File: src/hw/rtl/bfmp_pkg.sv
// Shared types and constants for the brace-framed message parser.
`timescale 1ns / 1ps
`default_nettype none

package bfmp_pkg;

  // Parser phase; codes 6 and 7 are unused and fall back to hunt.
  typedef enum logic [2:0] {
    PH_HUNT    = 3'd0,
    PH_TYPE    = 3'd1,
    PH_LENGTH  = 3'd2,
    PH_PAYLOAD = 3'd3,
    PH_CLOSE   = 3'd4,
    PH_SUBTYPE = 3'd5
  } phase_t;

  typedef enum logic [2:0] {
    EV_PAYLOAD  = 3'd0,
    EV_COMPLETE = 3'd1,
    EV_BAD_TYPE = 3'd2,
    EV_BAD_SUB  = 3'd3,
    EV_NO_CLOSE = 3'd4
  } event_t;

  // Frame type codes
  localparam logic [2:0] FT_COMMAND  = 3'd0;
  localparam logic [2:0] FT_MESSAGE  = 3'd1;
  localparam logic [2:0] FT_ERROR    = 3'd2;
  localparam logic [2:0] FT_BUTTON   = 3'd3;
  localparam logic [2:0] FT_ROTATION = 3'd4;
  localparam logic [2:0] FT_SLIDER   = 3'd5;

  // Framing characters (ASCII)
  localparam logic [7:0] CH_OPEN  = 8'h7B;  // '{'
  localparam logic [7:0] CH_CLOSE = 8'h7D;  // '}'
  localparam logic [7:0] CH_CMD   = 8'h43;  // 'C'
  localparam logic [7:0] CH_DATA  = 8'h44;  // 'D'
  localparam logic [7:0] CH_MSG   = 8'h4D;  // 'M'
  localparam logic [7:0] CH_ERR   = 8'h58;  // 'X'
  localparam logic [7:0] CH_BTN   = 8'h42;  // 'B'
  localparam logic [7:0] CH_ROT   = 8'h52;  // 'R'
  localparam logic [7:0] CH_SLD   = 8'h53;  // 'S'

  // Data frames carry a fixed payload with no length byte
  localparam logic [7:0] DATA_PAYLOAD_LEN = 8'd2;

  typedef struct packed {
    event_t     kind;
    logic [2:0] ftype;
    logic [7:0] pbyte;
    logic [7:0] pidx;
    logic [7:0] plen;
    logic       last;
  } result_t;

endpackage

`default_nettype wire

File: src/hw/rtl/bfmp_step.sv
// Frame state machine: parser state registers and the per-byte step logic.
`timescale 1ns / 1ps
`default_nettype none

module bfmp_step (
  input  wire logic              clk,
  input  wire logic              rst_n,
  input  wire logic [7:0]        byte_i,
  input  wire logic              fire,
  output logic                   has_result,
  output bfmp_pkg::result_t      result
);

  bfmp_pkg::phase_t phase_r, phase_nxt;
  logic [2:0] type_r, type_nxt;
  logic [7:0] len_r, len_nxt;
  logic [7:0] cnt_r, cnt_nxt;

  logic [8:0] cnt_inc;
  logic       last_byte;

  assign cnt_inc   = {1'b0, cnt_r} + 9'd1;
  assign last_byte = (cnt_inc >= {1'b0, len_r});

  // next state
  always_comb begin
    phase_nxt = phase_r;
    type_nxt  = type_r;
    len_nxt   = len_r;
    cnt_nxt   = cnt_r;
    case (phase_r)
      bfmp_pkg::PH_HUNT: begin
        if (byte_i == bfmp_pkg::CH_OPEN) begin
          type_nxt  = bfmp_pkg::FT_COMMAND;
          len_nxt   = 8'd0;
          cnt_nxt   = 8'd0;
          phase_nxt = bfmp_pkg::PH_TYPE;
        end
      end
      bfmp_pkg::PH_TYPE: begin
        case (byte_i)
          bfmp_pkg::CH_CMD: begin
            type_nxt  = bfmp_pkg::FT_COMMAND;
            phase_nxt = bfmp_pkg::PH_LENGTH;
          end
          bfmp_pkg::CH_MSG: begin
            type_nxt  = bfmp_pkg::FT_MESSAGE;
            phase_nxt = bfmp_pkg::PH_LENGTH;
          end
          bfmp_pkg::CH_ERR: begin
            type_nxt  = bfmp_pkg::FT_ERROR;
            phase_nxt = bfmp_pkg::PH_LENGTH;
          end
          bfmp_pkg::CH_DATA: begin
            phase_nxt = bfmp_pkg::PH_SUBTYPE;
          end
          default: begin
            phase_nxt = bfmp_pkg::PH_HUNT;
          end
        endcase
      end
      bfmp_pkg::PH_LENGTH: begin
        len_nxt   = byte_i;
        cnt_nxt   = 8'd0;
        phase_nxt = (byte_i == 8'd0) ? bfmp_pkg::PH_CLOSE : bfmp_pkg::PH_PAYLOAD;
      end
      bfmp_pkg::PH_PAYLOAD: begin
        cnt_nxt = cnt_inc[7:0];
        if (last_byte) begin
          phase_nxt = bfmp_pkg::PH_CLOSE;
        end
      end
      bfmp_pkg::PH_CLOSE: begin
        phase_nxt = bfmp_pkg::PH_HUNT;
      end
      bfmp_pkg::PH_SUBTYPE: begin
        if (byte_i inside {bfmp_pkg::CH_BTN, bfmp_pkg::CH_ROT, bfmp_pkg::CH_SLD}) begin
          case (byte_i)
            bfmp_pkg::CH_BTN: type_nxt = bfmp_pkg::FT_BUTTON;
            bfmp_pkg::CH_ROT: type_nxt = bfmp_pkg::FT_ROTATION;
            default:          type_nxt = bfmp_pkg::FT_SLIDER;
          endcase
          len_nxt   = bfmp_pkg::DATA_PAYLOAD_LEN;
          cnt_nxt   = 8'd0;
          phase_nxt = bfmp_pkg::PH_PAYLOAD;
        end else begin
          phase_nxt = bfmp_pkg::PH_HUNT;
        end
      end
      default: begin
        phase_nxt = bfmp_pkg::PH_HUNT;
      end
    endcase
  end

  // result for this byte
  always_comb begin
    has_result   = 1'b0;
    result.kind  = bfmp_pkg::EV_PAYLOAD;
    result.ftype = bfmp_pkg::FT_COMMAND;
    result.pbyte = 8'd0;
    result.pidx  = 8'd0;
    result.plen  = 8'd0;
    result.last  = 1'b0;
    case (phase_r)
      bfmp_pkg::PH_TYPE: begin
        if (!(byte_i inside {bfmp_pkg::CH_CMD, bfmp_pkg::CH_MSG, bfmp_pkg::CH_ERR,
                             bfmp_pkg::CH_DATA})) begin
          has_result  = 1'b1;
          result.kind = bfmp_pkg::EV_BAD_TYPE;
        end
      end
      bfmp_pkg::PH_PAYLOAD: begin
        has_result   = 1'b1;
        result.kind  = bfmp_pkg::EV_PAYLOAD;
        result.ftype = type_r;
        result.pbyte = byte_i;
        result.pidx  = cnt_r;
        result.plen  = len_r;
        result.last  = last_byte;
      end
      bfmp_pkg::PH_CLOSE: begin
        has_result   = 1'b1;
        result.kind  = (byte_i == bfmp_pkg::CH_CLOSE) ? bfmp_pkg::EV_COMPLETE
                                                      : bfmp_pkg::EV_NO_CLOSE;
        result.ftype = type_r;
        result.plen  = len_r;
      end
      bfmp_pkg::PH_SUBTYPE: begin
        if (!(byte_i inside {bfmp_pkg::CH_BTN, bfmp_pkg::CH_ROT, bfmp_pkg::CH_SLD})) begin
          has_result  = 1'b1;
          result.kind = bfmp_pkg::EV_BAD_SUB;
        end
      end
      default: begin
        has_result = 1'b0;
      end
    endcase
  end

  always_ff @(posedge clk) begin
    if (!rst_n) begin
      phase_r <= bfmp_pkg::PH_HUNT;
      type_r  <= 3'd0;
      len_r   <= 8'd0;
      cnt_r   <= 8'd0;
    end else if (fire) begin
      phase_r <= phase_nxt;
      type_r  <= type_nxt;
      len_r   <= len_nxt;
      cnt_r   <= cnt_nxt;
    end
  end

endmodule

`default_nettype wire

File: src/hw/rtl/bfmp_out_reg.sv
// Result register: holds one result beat until the consumer takes it.
`timescale 1ns / 1ps
`default_nettype none

module bfmp_out_reg (
  input  wire logic              clk,
  input  wire logic              rst_n,
  input  wire logic              load,
  input  wire bfmp_pkg::result_t res_i,
  output logic                   free,
  output logic                   out_valid,
  input  wire logic              out_ready,
  output logic [2:0]             out_event_kind,
  output logic [2:0]             out_frame_type,
  output logic [7:0]             out_payload_byte,
  output logic [7:0]             out_payload_index,
  output logic [7:0]             out_payload_length,
  output logic                   out_last_payload
);

  logic              valid_r;
  bfmp_pkg::result_t res_r;

  assign free = !valid_r || out_ready;

  always_ff @(posedge clk) begin
    if (!rst_n) begin
      valid_r <= 1'b0;
    end else if (free) begin
      valid_r <= load;
    end
  end

  always_ff @(posedge clk) begin
    if (free && load) begin
      res_r <= res_i;
    end
  end

  assign out_valid          = valid_r;
  assign out_event_kind     = res_r.kind;
  assign out_frame_type     = res_r.ftype;
  assign out_payload_byte   = res_r.pbyte;
  assign out_payload_index  = res_r.pidx;
  assign out_payload_length = res_r.plen;
  assign out_last_payload   = res_r.last;

endmodule

`default_nettype wire

File: src/hw/rtl/brace_framed_message_parser.sv
// Top level of the brace-framed message parser: input stage, frame FSM, result register.
`timescale 1ns / 1ps
`default_nettype none

// Chan | Dir    | Handshake           | Beat fields
// -----+--------+---------------------+------------------------------------------------------
// in   | sink   | in_valid/in_ready   | in_rx_byte: one received byte
// out  | source | out_valid/out_ready | event_kind, frame_type, payload_byte/index/length, last
//
// One byte per cycle sustained unless a held result stalls the FSM. A byte is captured
// in the input register, then stepped through the frame FSM; its event (if any) is loaded
// into the result register at the same edge that updates the FSM state.
// Bytes that raise no event (hunt, length, valid type and subtype) never wait on out_ready.
// A held result stalls the FSM only when the next byte also raises an event.
// Synchronous active-low reset returns the parser to hunting for the open brace.

module brace_framed_message_parser (
  input  wire logic       clk,
  input  wire logic       rst_n,
  input  wire logic       in_valid,
  output logic            in_ready,
  input  wire logic [7:0] in_rx_byte,
  output logic            out_valid,
  input  wire logic       out_ready,
  output logic [2:0]      out_event_kind,
  output logic [2:0]      out_frame_type,
  output logic [7:0]      out_payload_byte,
  output logic [7:0]      out_payload_index,
  output logic [7:0]      out_payload_length,
  output logic            out_last_payload
);

  // input stage
  logic       stg_valid_r;
  logic [7:0] stg_byte_r;

  logic              has_result;
  bfmp_pkg::result_t step_res;
  logic              out_free;
  logic              fire;

  // the staged byte steps the FSM unless its event has nowhere to go
  assign fire     = stg_valid_r && (!has_result || out_free);
  assign in_ready = !stg_valid_r || fire;

  always_ff @(posedge clk) begin
    if (!rst_n) begin
      stg_valid_r <= 1'b0;
    end else if (in_ready) begin
      stg_valid_r <= in_valid;
    end
  end

  always_ff @(posedge clk) begin
    if (in_ready && in_valid) begin
      stg_byte_r <= in_rx_byte;
    end
  end

  bfmp_step u_step (
    .clk        (clk),
    .rst_n      (rst_n),
    .byte_i     (stg_byte_r),
    .fire       (fire),
    .has_result (has_result),
    .result     (step_res)
  );

  bfmp_out_reg u_out (
    .clk                (clk),
    .rst_n              (rst_n),
    .load               (fire && has_result),
    .res_i              (step_res),
    .free               (out_free),
    .out_valid          (out_valid),
    .out_ready          (out_ready),
    .out_event_kind     (out_event_kind),
    .out_frame_type     (out_frame_type),
    .out_payload_byte   (out_payload_byte),
    .out_payload_index  (out_payload_index),
    .out_payload_length (out_payload_length),
    .out_last_payload   (out_last_payload)
  );

  // payload beats always sit inside the declared length
  a_idx_in_range: assert property (@(posedge clk) disable iff (!rst_n)
    (out_valid && out_event_kind == bfmp_pkg::EV_PAYLOAD) |->
      (out_payload_index < out_payload_length))
    else $error("payload index beyond declared length");

  // last flag only on payload beats
  a_last_only_payload: assert property (@(posedge clk) disable iff (!rst_n)
    (out_valid && out_last_payload) |-> (out_event_kind == bfmp_pkg::EV_PAYLOAD))
    else $error("last flag on non-payload event");

  // type errors carry no frame info
  a_err_zero: assert property (@(posedge clk) disable iff (!rst_n)
    (out_valid && (out_event_kind == bfmp_pkg::EV_BAD_TYPE ||
                   out_event_kind == bfmp_pkg::EV_BAD_SUB)) |->
      (out_frame_type == bfmp_pkg::FT_COMMAND && out_payload_length == 8'd0))
    else $error("type error carries frame fields");

  // a staged byte that is not stepped is still there next cycle
  a_stage_hold: assert property (@(posedge clk) disable iff (!rst_n)
    (stg_valid_r && !fire) |=> (stg_valid_r && $stable(stg_byte_r)))
    else $error("staged byte lost");

endmodule

`default_nettype wire

File: config.mk
export PLATFORM = sky130hd
export DESIGN_NAME = brace_framed_message_parser
export DESIGN_NICKNAME = d
export VERILOG_FILES = /design/src/hw/rtl/bfmp_pkg.sv /design/src/hw/rtl/bfmp_step.sv /design/src/hw/rtl/bfmp_out_reg.sv /design/src/hw/rtl/brace_framed_message_parser.sv
export SDC_FILE = /design/constraint.sdc
export NUM_CORES = 1
export LEC_CHECK = 0
export ABC_AREA = 1
export BUFFER_PORTS_ARGS = -buffer_cell sky130_fd_sc_hd__buf_2
export CORE_MARGIN = 5
export CORE_UTILIZATION = 25
export DETAILED_ROUTE_END_ITERATION = 10
export GPL_ROUTABILITY_DRIVEN = 0
export PLACE_DENSITY = 0.38
export SYNTH_ARGS = -nofsm -noshare
export SYNTH_HDL_FRONTEND = slang
export SYNTH_SLANG_ARGS = --single-unit
File: constraint.sdc
create_clock -name clk -period 5.3 [get_ports clk]
set_clock_uncertainty 0.15 [all_clocks]
set_input_delay 0.795 -clock clk [delete_from_list [all_inputs] [get_ports clk]]
set_output_delay 0.795 -clock clk [all_outputs]
set_load 0.05 [all_outputs]
### Word-level counts from Yosys, hierarchy flattened

Cells that the tools add are included.

* register bits: 63
* input bits: 12
* output and inout bits: 33
* word-level logic and storage cells: 79

* add/subtract/negate cells: 1
* magnitude comparators: 1
* equal/unequal tests: 18
* mux-type cells: 23
* reduce and logical (&&, ||, !) cells: 23

Operators by type and width (number)
* equality test 8 x 7 -> 1 bit (second input constant): 9
* one-hot mux 8 bit (4 select lines): 1
* one-hot mux 3 bit (3 select lines): 3
* two-way mux 8 bit: 3
* one-hot mux 8 bit (3 select lines): 1
* two-way mux 3 bit: 6
* one-hot mux 3 bit (5 select lines): 1
* one-hot mux 3 bit (2 select lines): 2
* adder 8 x 1 -> 9 bit (second input constant): 1
* >= comparator 9 x 8 -> 1 bit: 1
* nonzero test 3 bit: 3
* logical NOT 8 bit: 1
* AND reduction 4 bit: 2
* nonzero test 4 bit: 2
* equality test 3 x 2 -> 1 bit (second input constant): 2
* equality test 3 bit (second input constant): 2
* two-way mux 2 bit: 3
* inequality test 2 x 1 -> 1 bit (second input constant): 3
* AND reduction 5 bit: 1
* logical AND 1 bit: 4
* inequality test 4 x 1 -> 1 bit (second input constant): 1
* equality test 3 x 1 -> 1 bit (second input constant): 1
* logical NOT 1 bit: 3
* logical NOT 3 bit: 1
* other kinds (6): 9

### Longest topological paths before layout

Gate-level depths: netlist of run 1.

* depth after elaboration: 9
* gate-level depth with buffers: 19
* gate-level depth less buffers: 19

### Modules after synthesis

From an unflattened synthesis of run 1, not the netlist that was laid out.

* cells, all modules: 356
* area, all modules: 3085.5 um^2

By module, submodules not included
* bfmp_step: instances 1, cells each 299, area each 1789.2 um^2, sequential area each 440.4 um^2
* bfmp_out_reg: instances 1, cells each 38, area each 982.2 um^2, sequential area each 950.9 um^2
* brace_framed_message_parser: instances 1, cells each 19, area each 314.1 um^2, sequential area each 260.2 um^2

### Worst setup path after synthesis of run 1

Ideal clock, no wire load.

* path type: reg-to-reg
* from: register stg_byte_r[0]
* to: register u_out.res_r, in the netlist u_out.out_event_kind[0], enable pin
* arrival time: 2097 ps
* data required time: 4764 ps
* path slack: 2667 ps
* cell stages (with the launch flop): 12
* buffers on the path: 0
* period minus slack after synthesis: 2633 ps
* path through: edfxtp_1 > inv_1 > nand2_1 > nor2_1 > nand2_1 > nand2_2 > nor2_2 > nor2_2 > nand2_2 > a21oi_4 > nand2_1 > inv_1

* cells in the longest elaborated chain, start to end: 9

Ends and longest elaborated chain
* from (decl): line brace_framed_message_parser.sv:35 `logic [7:0] stg_byte_r;`
* from (signal assigned): line brace_framed_message_parser.sv:56 `stg_byte_r <= in_rx_byte;`
* equality test 8 x 7 -> 1 bit (on tied branches): line bfmp_step.sv:107, bfmp_step.sv:130
* nonzero test 4 bit / nonzero test 3 bit (equally long branches): line bfmp_step.sv:107, bfmp_step.sv:130
* two-way mux 1 bit (on tied branches): line bfmp_step.sv:107, bfmp_step.sv:130
* one-hot mux 1 bit (3 select lines) *: line bfmp_step.sv:105 `case (phase_r)`
* logical NOT 1 bit: line brace_framed_message_parser.sv:43 `assign fire = stg_valid_r && (!has_result || out_free);`
* logical OR 1 bit: line brace_framed_message_parser.sv:43
* logical AND 1 bit: line brace_framed_message_parser.sv:43
* logical AND 1 bit *: line brace_framed_message_parser.sv:72 `.load (fire && has_result),`
* logical AND 1 bit *: line bfmp_out_reg.sv:35 `if (free && load) begin`
* to (signal assigned): line bfmp_out_reg.sv:36 `res_r <= res_i;`
* to (decl): line bfmp_out_reg.sv:22 `bfmp_pkg::result_t res_r;`

Every way passes the cells marked *; elsewhere a longest branch is shown, timed or not.
A chain may end at the register's enable or synchronous reset.

### Worst setup path in the final report of run 1

* from: register stg_byte_r[1]
* to: register u_out.res_r, in the netlist u_out.out_payload_byte[2], enable pin

Same word-level chain as after synthesis.

==> out/metrics.cfg, run 1 <==
[outcome]
status=finished, final reports clean

[global_routing]
grt_pass1_vias=2558
grt_overflow=0
grt_pass1_wl_mm=12.9
antenna_found_initial=0
grt_usage_pct=11.4
grt_max_degree=27

[finish]
area_growth_pct=21.7
final_util_pct=31.0
n_antenna_cell=0
seq_area_um2=1650
multi_input_area_um2=1220
layout-drive-gt1-share_pct=17.7
fillers=1358
fin_nets=474

[sta]
fin_crit_sh_pct=61.8
timing.final.max_slew_violations=0
worst_pin_slew_ns=0.689
fin_tns_setup_ns=0
setup_viol=0
relSlewSlack_pct=54.0
hold_viol_final=0
min_period_ns=3.27
fmax_mhz=305
rsz0062_at_grt=no

[synthesis]
yosysUniqueCellTypes=27
synth_flop_cell=edfxtp_1
async_flop_share_pct=0
synth-seq-cells=63
syn-instance-count=402
synth_area_um2=3200
yosysTopAreaCell=edfxtp_1
syn_avg_cell_area_um2=7.96
synth_fp_nets=423
synth_commonest_cells=97 x nand2_1, 74 x nor2_1, 71 x inv_1
ys_seq_area_share_pct=51.6
yosys_warnings=0
synth_most_common_cell=nand2_1
yosysTopAreaCellShare_pct=36.6
synth-edff-count=39
yosys-top-cells-area=edfxtp_1 37%, dfxtp_1 15%, nand2_1 11%

[clocking]
cts_buffers=9
cts_buffer_depth=2
clk_pin_slew_ns=0.05
clkLatencyLatePin_ns=0.34
tritoncts=yes
htreeDepth=3
cts-root-buf=clkbuf_16
clock_sinks=63
hold_buffers=0
cts_resized=0
post_cts_buffers=0

[place]
portBuffers=44
hpwl_mm=6.05

[setup_path]
crit_slowest_cell=a21oi_4
cp_max_fo=26
reg2reg_slack_ns=2.03
critPathLaunch=stg_byte_r[1]
critPathMaxStageDelay_ns=0.57
end_kind=flop
crit_type=flop to flop
start_kind=flop
cp_cell_sequence=inv_1, nand2_1, nor2_1, o21ai_0, nand3_1, nand2_2, a21oi_4, nand2_1, inv_1, buf_4
cp.arrival_ns=3.14
cp.required_ns=5.17
reg2reg_from=stg_byte_r[1]

[floorplanning]
die_h_um=123
ios=45
start_util_pct=25.5
die_w_um=123
die_area_um2=15200
placementRows=41
core_um2=12600

[worst_hold_path]
hp-start=u_step.type_r[2]
hp-class=flop to flop

[power_and_ir_drop]
p_int_uw=899
p_seq_share_pct=46.4
power.net_switching_uw=246
p_leak_nw=1.83
vdd_drop_max_uv=217
p_per_area_nw_per_um2=294
power_frac_clock_pct=49.2
switching_share_pct=21.5
combinationalPowerShare_pct=4.3

[route]
routedWlPerCell_um=12.4
dr.pass1.iters=5
drc=0
vias_per_cell=4.03
final_antenna_net_count=0
vias=2538
drtIter0Drc=131
wirelength_mm=7.82

[run]
drv_cap=0

[flip-flops by register name, summed over array words and instances (netlist names)]
signal / flops
stg_byte_r: 8
stg_valid_r: 1
u_out.out_event_kind: 3
u_out.out_frame_type: 3
u_out.out_last_payload: 1
u_out.out_payload_byte: 8
u_out.out_payload_index: 8
u_out.out_payload_length: 8
u_out.out_valid: 1
u_step.cnt_r: 8
u_step.len_r: 8
u_step.phase_r: 3
u_step.type_r: 3
[placed cells by master, fill, tap and decap left out, drive strengths merged]
cell type / netlist / layout
clkinv: 1 / 5
xor2: 4 / 4
ha: 9 / 9
edfxtp: 39 / 39
nor3: 3 / 3
clkbuf: 2 / 11
nand4: 6 / 6
nand2: 105 / 105
a31oi: 1 / 1
nand3: 33 / 33
inv: 76 / 76
a21oi: 8 / 8
buf: 4 / 46
bufinv: 0 / 1
dfxtp: 24 / 24
o22ai: 2 / 2
nor2: 79 / 79
o21ai: 6 / 6
[path summary, 6_finish.rpt]
path / to / cells past startpoint
max: u_out.out_payload_byte[2] / 10
min: u_step.type_r[2] / 4
max reg2reg: u_out.out_payload_byte[2] / 10
min reg2reg: u_step.type_r[2] / 4
[per-stage QoR]
stage	worst slack [ns]	power, mW	hold WS (ns)	cell area, um^2	instances
6_report	2.03	1.15	0.368	3900	630
5_1_grt	1.57	1.20	0.411	3900	630
4_1_cts	1.96	1.17	0.370	3900	630
3_5_place_dp	1.97	0.592	0.361	3610	614
3_3_place_gp	2.10	0.591	0.362	3610	614
2_1_floorplan	2.67	0.578	0.341	3200	402
[power by group through the flow]
stage	sequential (mW)	combinational (mW)	clock [mW]
final	0.532	0.0497	0.564
after global routing	0.533	0.0576	0.605
after CTS	0.531	0.0504	0.587
after detailed placement	0.542	0.0502	0
after global placement	0.541	0.0503	0
after floorplan	0.540	0.0380	0
[metal layers]
layer | vias to the layer above | track usage [%] | part of all wire, %
met4 | 0 | 3.94 | 1.6
met1 | 1118 | 13.5 | 45
li1 | 1355 | - | -
met5 | - | 0 | 0
met2 | 54 | 18.8 | 48
met3 | 11 | 4.53 | 5.2
[cells by family (layout without fill, tap and decap cells)]
group / Yosys count / in the layout / synth area share [%]
buf+inv: 83 / 139 / 10.2
compound gates: 17 / 17 / 3.24
fa+ha+maj: 9 / 9 / 3.52
xor+xnor: 4 / 4 / 1.09
flops: 63 / 63 / 51.6
simple gates: 226 / 226 / 30.4
[layout make-up]
| class | instances | area share, % |
|---|---|---|
| sequential | 63 | 42.4 |
| inverter | 77 | 7.42 |
| timing repair buffer | 46 | 6.04 |
| tap | 172 | 5.52 |
| multi-input combinational | 256 | 31.4 |
| clock inverter | 5 | 1.25 |
| clock buffer | 11 | 5.97 |
[worst max-delay path, delay by kind of cell (launching register included)]
kind | cells | cell delay, ns
compound gates | 2 | 0.73
buf+inv | 3 | 0.97
flops | 1 | 0.45
simple gates | 5 | 0.62
Power figures use the tool's default switching activity.
==> inputs of run 2 (changes only) <==
- PLACE_DENSITY: 0.38 -> 0.4
- clock period: 5.3 -> 2.7 ns (I/O delays scaled with it)
==> run 2 against run 1 <==
  * Combinational power rose by 110%
  * Routed wire length increased by 0.66%
  * First-iteration DRC count is 35% higher
  * Largest cell class unchanged
==> out/metrics.cfg, run 2 (synthesized netlist as in run 1, its figures left out) <==
[outcome]
status=finished, final reports clean

[sta]
fmax_mhz=396
timing.final.max_slew_violations=0  ; unchanged
hold_viol_final=0  ; unchanged
setup_ws_ns=0.175  ; -1.85 ns
finalHoldWorstSlack_ns=0.0975  ; -0.271 ns
setup_viol=0  ; unchanged
fin_crit_sh_pct=93.5
fin_tns_setup_ns=0  ; unchanged
min_period_ns=2.52
rsz0062_at_grt=no
worst_pin_slew_ns=0.573  ; -0.116 ns
relSlewSlack_pct=61.7  ; +7.7 points

[clocking]
cts-root-buf=clkbuf_16
htreeDepth=3  ; unchanged
clock_sinks=63  ; unchanged
tritoncts=yes
clk_pin_slew_ns=0.05  ; about the same
cts_buffers=9  ; unchanged
clkLatencyLatePin_ns=0.33  ; about the same
cts_buffer_depth=2  ; unchanged

[power_and_ir_drop]
p_leak_nw=1.83  ; about the same
p_seq_share_pct=48.5  ; +2.1 points
p_per_area_nw_per_um2=552  ; +88%
combinationalPowerShare_pct=4.7  ; +0.4 points
power.net_switching_uw=483  ; +96%
vdd_drop_max_uv=286  ; +32%
power_frac_clock_pct=46.8  ; -2.4 points
p_int_mw=1.67  ; +86%
total_power_mw=2.16  ; +88%
switching_share_pct=22.4  ; +0.90 points

[floorplanning]
die_area_um2=15200  ; unchanged
ios=45  ; unchanged
core_um2=12600  ; unchanged
die_w_um=123  ; unchanged
placementRows=41  ; unchanged
die_h_um=123  ; unchanged
start_util_pct=25.5  ; unchanged

[setup_path]
cp_max_fo=5  ; -81%
cp.arrival_ns=1.97  ; -1.17 ns
start_kind=flop
cp.required_ns=2.14  ; -3.03 ns
worstRegToRegCells=16  ; +6
crit_type=flop to output pin
end_kind=output pin

[route]
routedWlPerCell_um=12.4  ; +0.19%
vias_per_cell=4.14  ; +2.8%
vias=2622  ; +3.3%
wirelength_mm=7.87  ; +0.66%
drtIter0Drc=177  ; +35%
dr.pass1.iters=4  ; -1
drc=0  ; unchanged
final_antenna_net_count=0  ; unchanged

[place]
portBuffers=44  ; unchanged
pre_cts_ws_ns=0.311  ; -1.66 ns
place_area_um2=3630  ; +0.42%
hpwl_mm=6.02  ; -0.58%

[finish]
layout-drive-gt1-share_pct=18.4  ; +0.75 points
area_growth_pct=22.0
final_common_cell=nand2_1
n_antenna_cell=0  ; unchanged
layout_common_cells=97 x nand2_1, 72 x nor2_1, 71 x inv_1, 43 x buf_2, 39 x edfxtp_1
fin_nets=477  ; +0.63%
final_cell_area_um2=3910  ; +0.29%

[global_routing]
grt_overflow=0  ; unchanged
use_met1_pct=12.7  ; -0.75 points
grt_pass1_wl_mm=13.0  ; +0.38%
antenna_found_initial=0  ; unchanged
grt_pass1_vias=2689  ; +5.1%
top_usage_layer=met2
grt_use_met2_pct=19.4  ; +0.58 points
grt_max_degree=26  ; -3.7%
grt_usage_pct=11.2  ; -0.16 points
grtUsageMet3_pct=4.30  ; -0.23 points

[worst_hold_path]
hp-class=input pin to flop
holdPathStages=1  ; -3

[run]
drv_cap=0  ; unchanged

==> run 2: cell count changes in the layout (fill, tap and decap cells not counted) <==
cell	delta
buf_2	-1
buf_4	+4
bufinv_16	-1
clkinv_1	+1
clkinv_2	-1
clkinvlp_4	+1
nor2_1	-2
nor2_2	+1
nor2_4	+1
==> run 2: cell type report <==
type | count | area, um^2
inverter | 77 | 289
clock inverter | 5 | 25.0
clock buffer | 11 | 233
sequential | 63 | 1650
fill | 1350 | 8660
multi-input combinational | 256 | 1230
timing repair buffer | 49 | 260
tap | 172 | 215
==> run 2: through the flow <==
stage / std cells / util [%]
after global routing: 633 / 31.1
after global placement: 616 / 28.9
after CTS: 632 / 30.9
after floorplan: 402 / -
final: 633 / 31.1
after detailed placement: 616 / 28.9
==> run 2: path summary, 6_finish.rpt <==
kind	start	endpoint	slack (ns)
worst max register to register	u_step.cnt_r[0]	u_step.phase_r[0]	0.34
worst min-delay path	in_rx_byte[0]	stg_byte_r[0]	0.1
worst min register to register	u_step.type_r[1]	u_step.type_r[1]	0.37
worst max-delay path	stg_byte_r[5]	in_ready	0.18
==> run 2: power groups by stage <==
stage / sequential, mW / clock, mW / combinational, mW
2_1_floorplan: 1.06 / 0 / 0.0746
3_3_place_gp: 1.06 / 0 / 0.0996
3_5_place_dp: 1.07 / 0 / 0.0997
4_1_cts: 1.05 / 1.05 / 0.100
5_1_grt: 1.05 / 1.09 / 0.117
6_report: 1.05 / 1.01 / 0.102
==> run 2: routing by layer <==
layer	share of wire [%]	routed length (um)
met1	44	3450
met2	50	3940
met3	4.5	356
met4	1.7	131
met5	0	0
==> run 2: timing repair <==
item / in CTS / in global routing
setup buffers: 0 / 1
resized for setup: 0 / 5
endpoints found under the setup margin: 0 / 1
hold buffers: 0 / 0
==> run 2: worst max-delay path, stage by stage, from the launching register on <==
cell and delay [ns]:
edfxtp_1 0.42, inv_1 0.16, nand2_1 0.13, nor2_4 0.16
nand2_2 0.10, nand2_1 0.08, nor2_2 0.05, nor2_2 0.09
nand2_2 0.09, nand3_1 0.13, buf_4 0.22
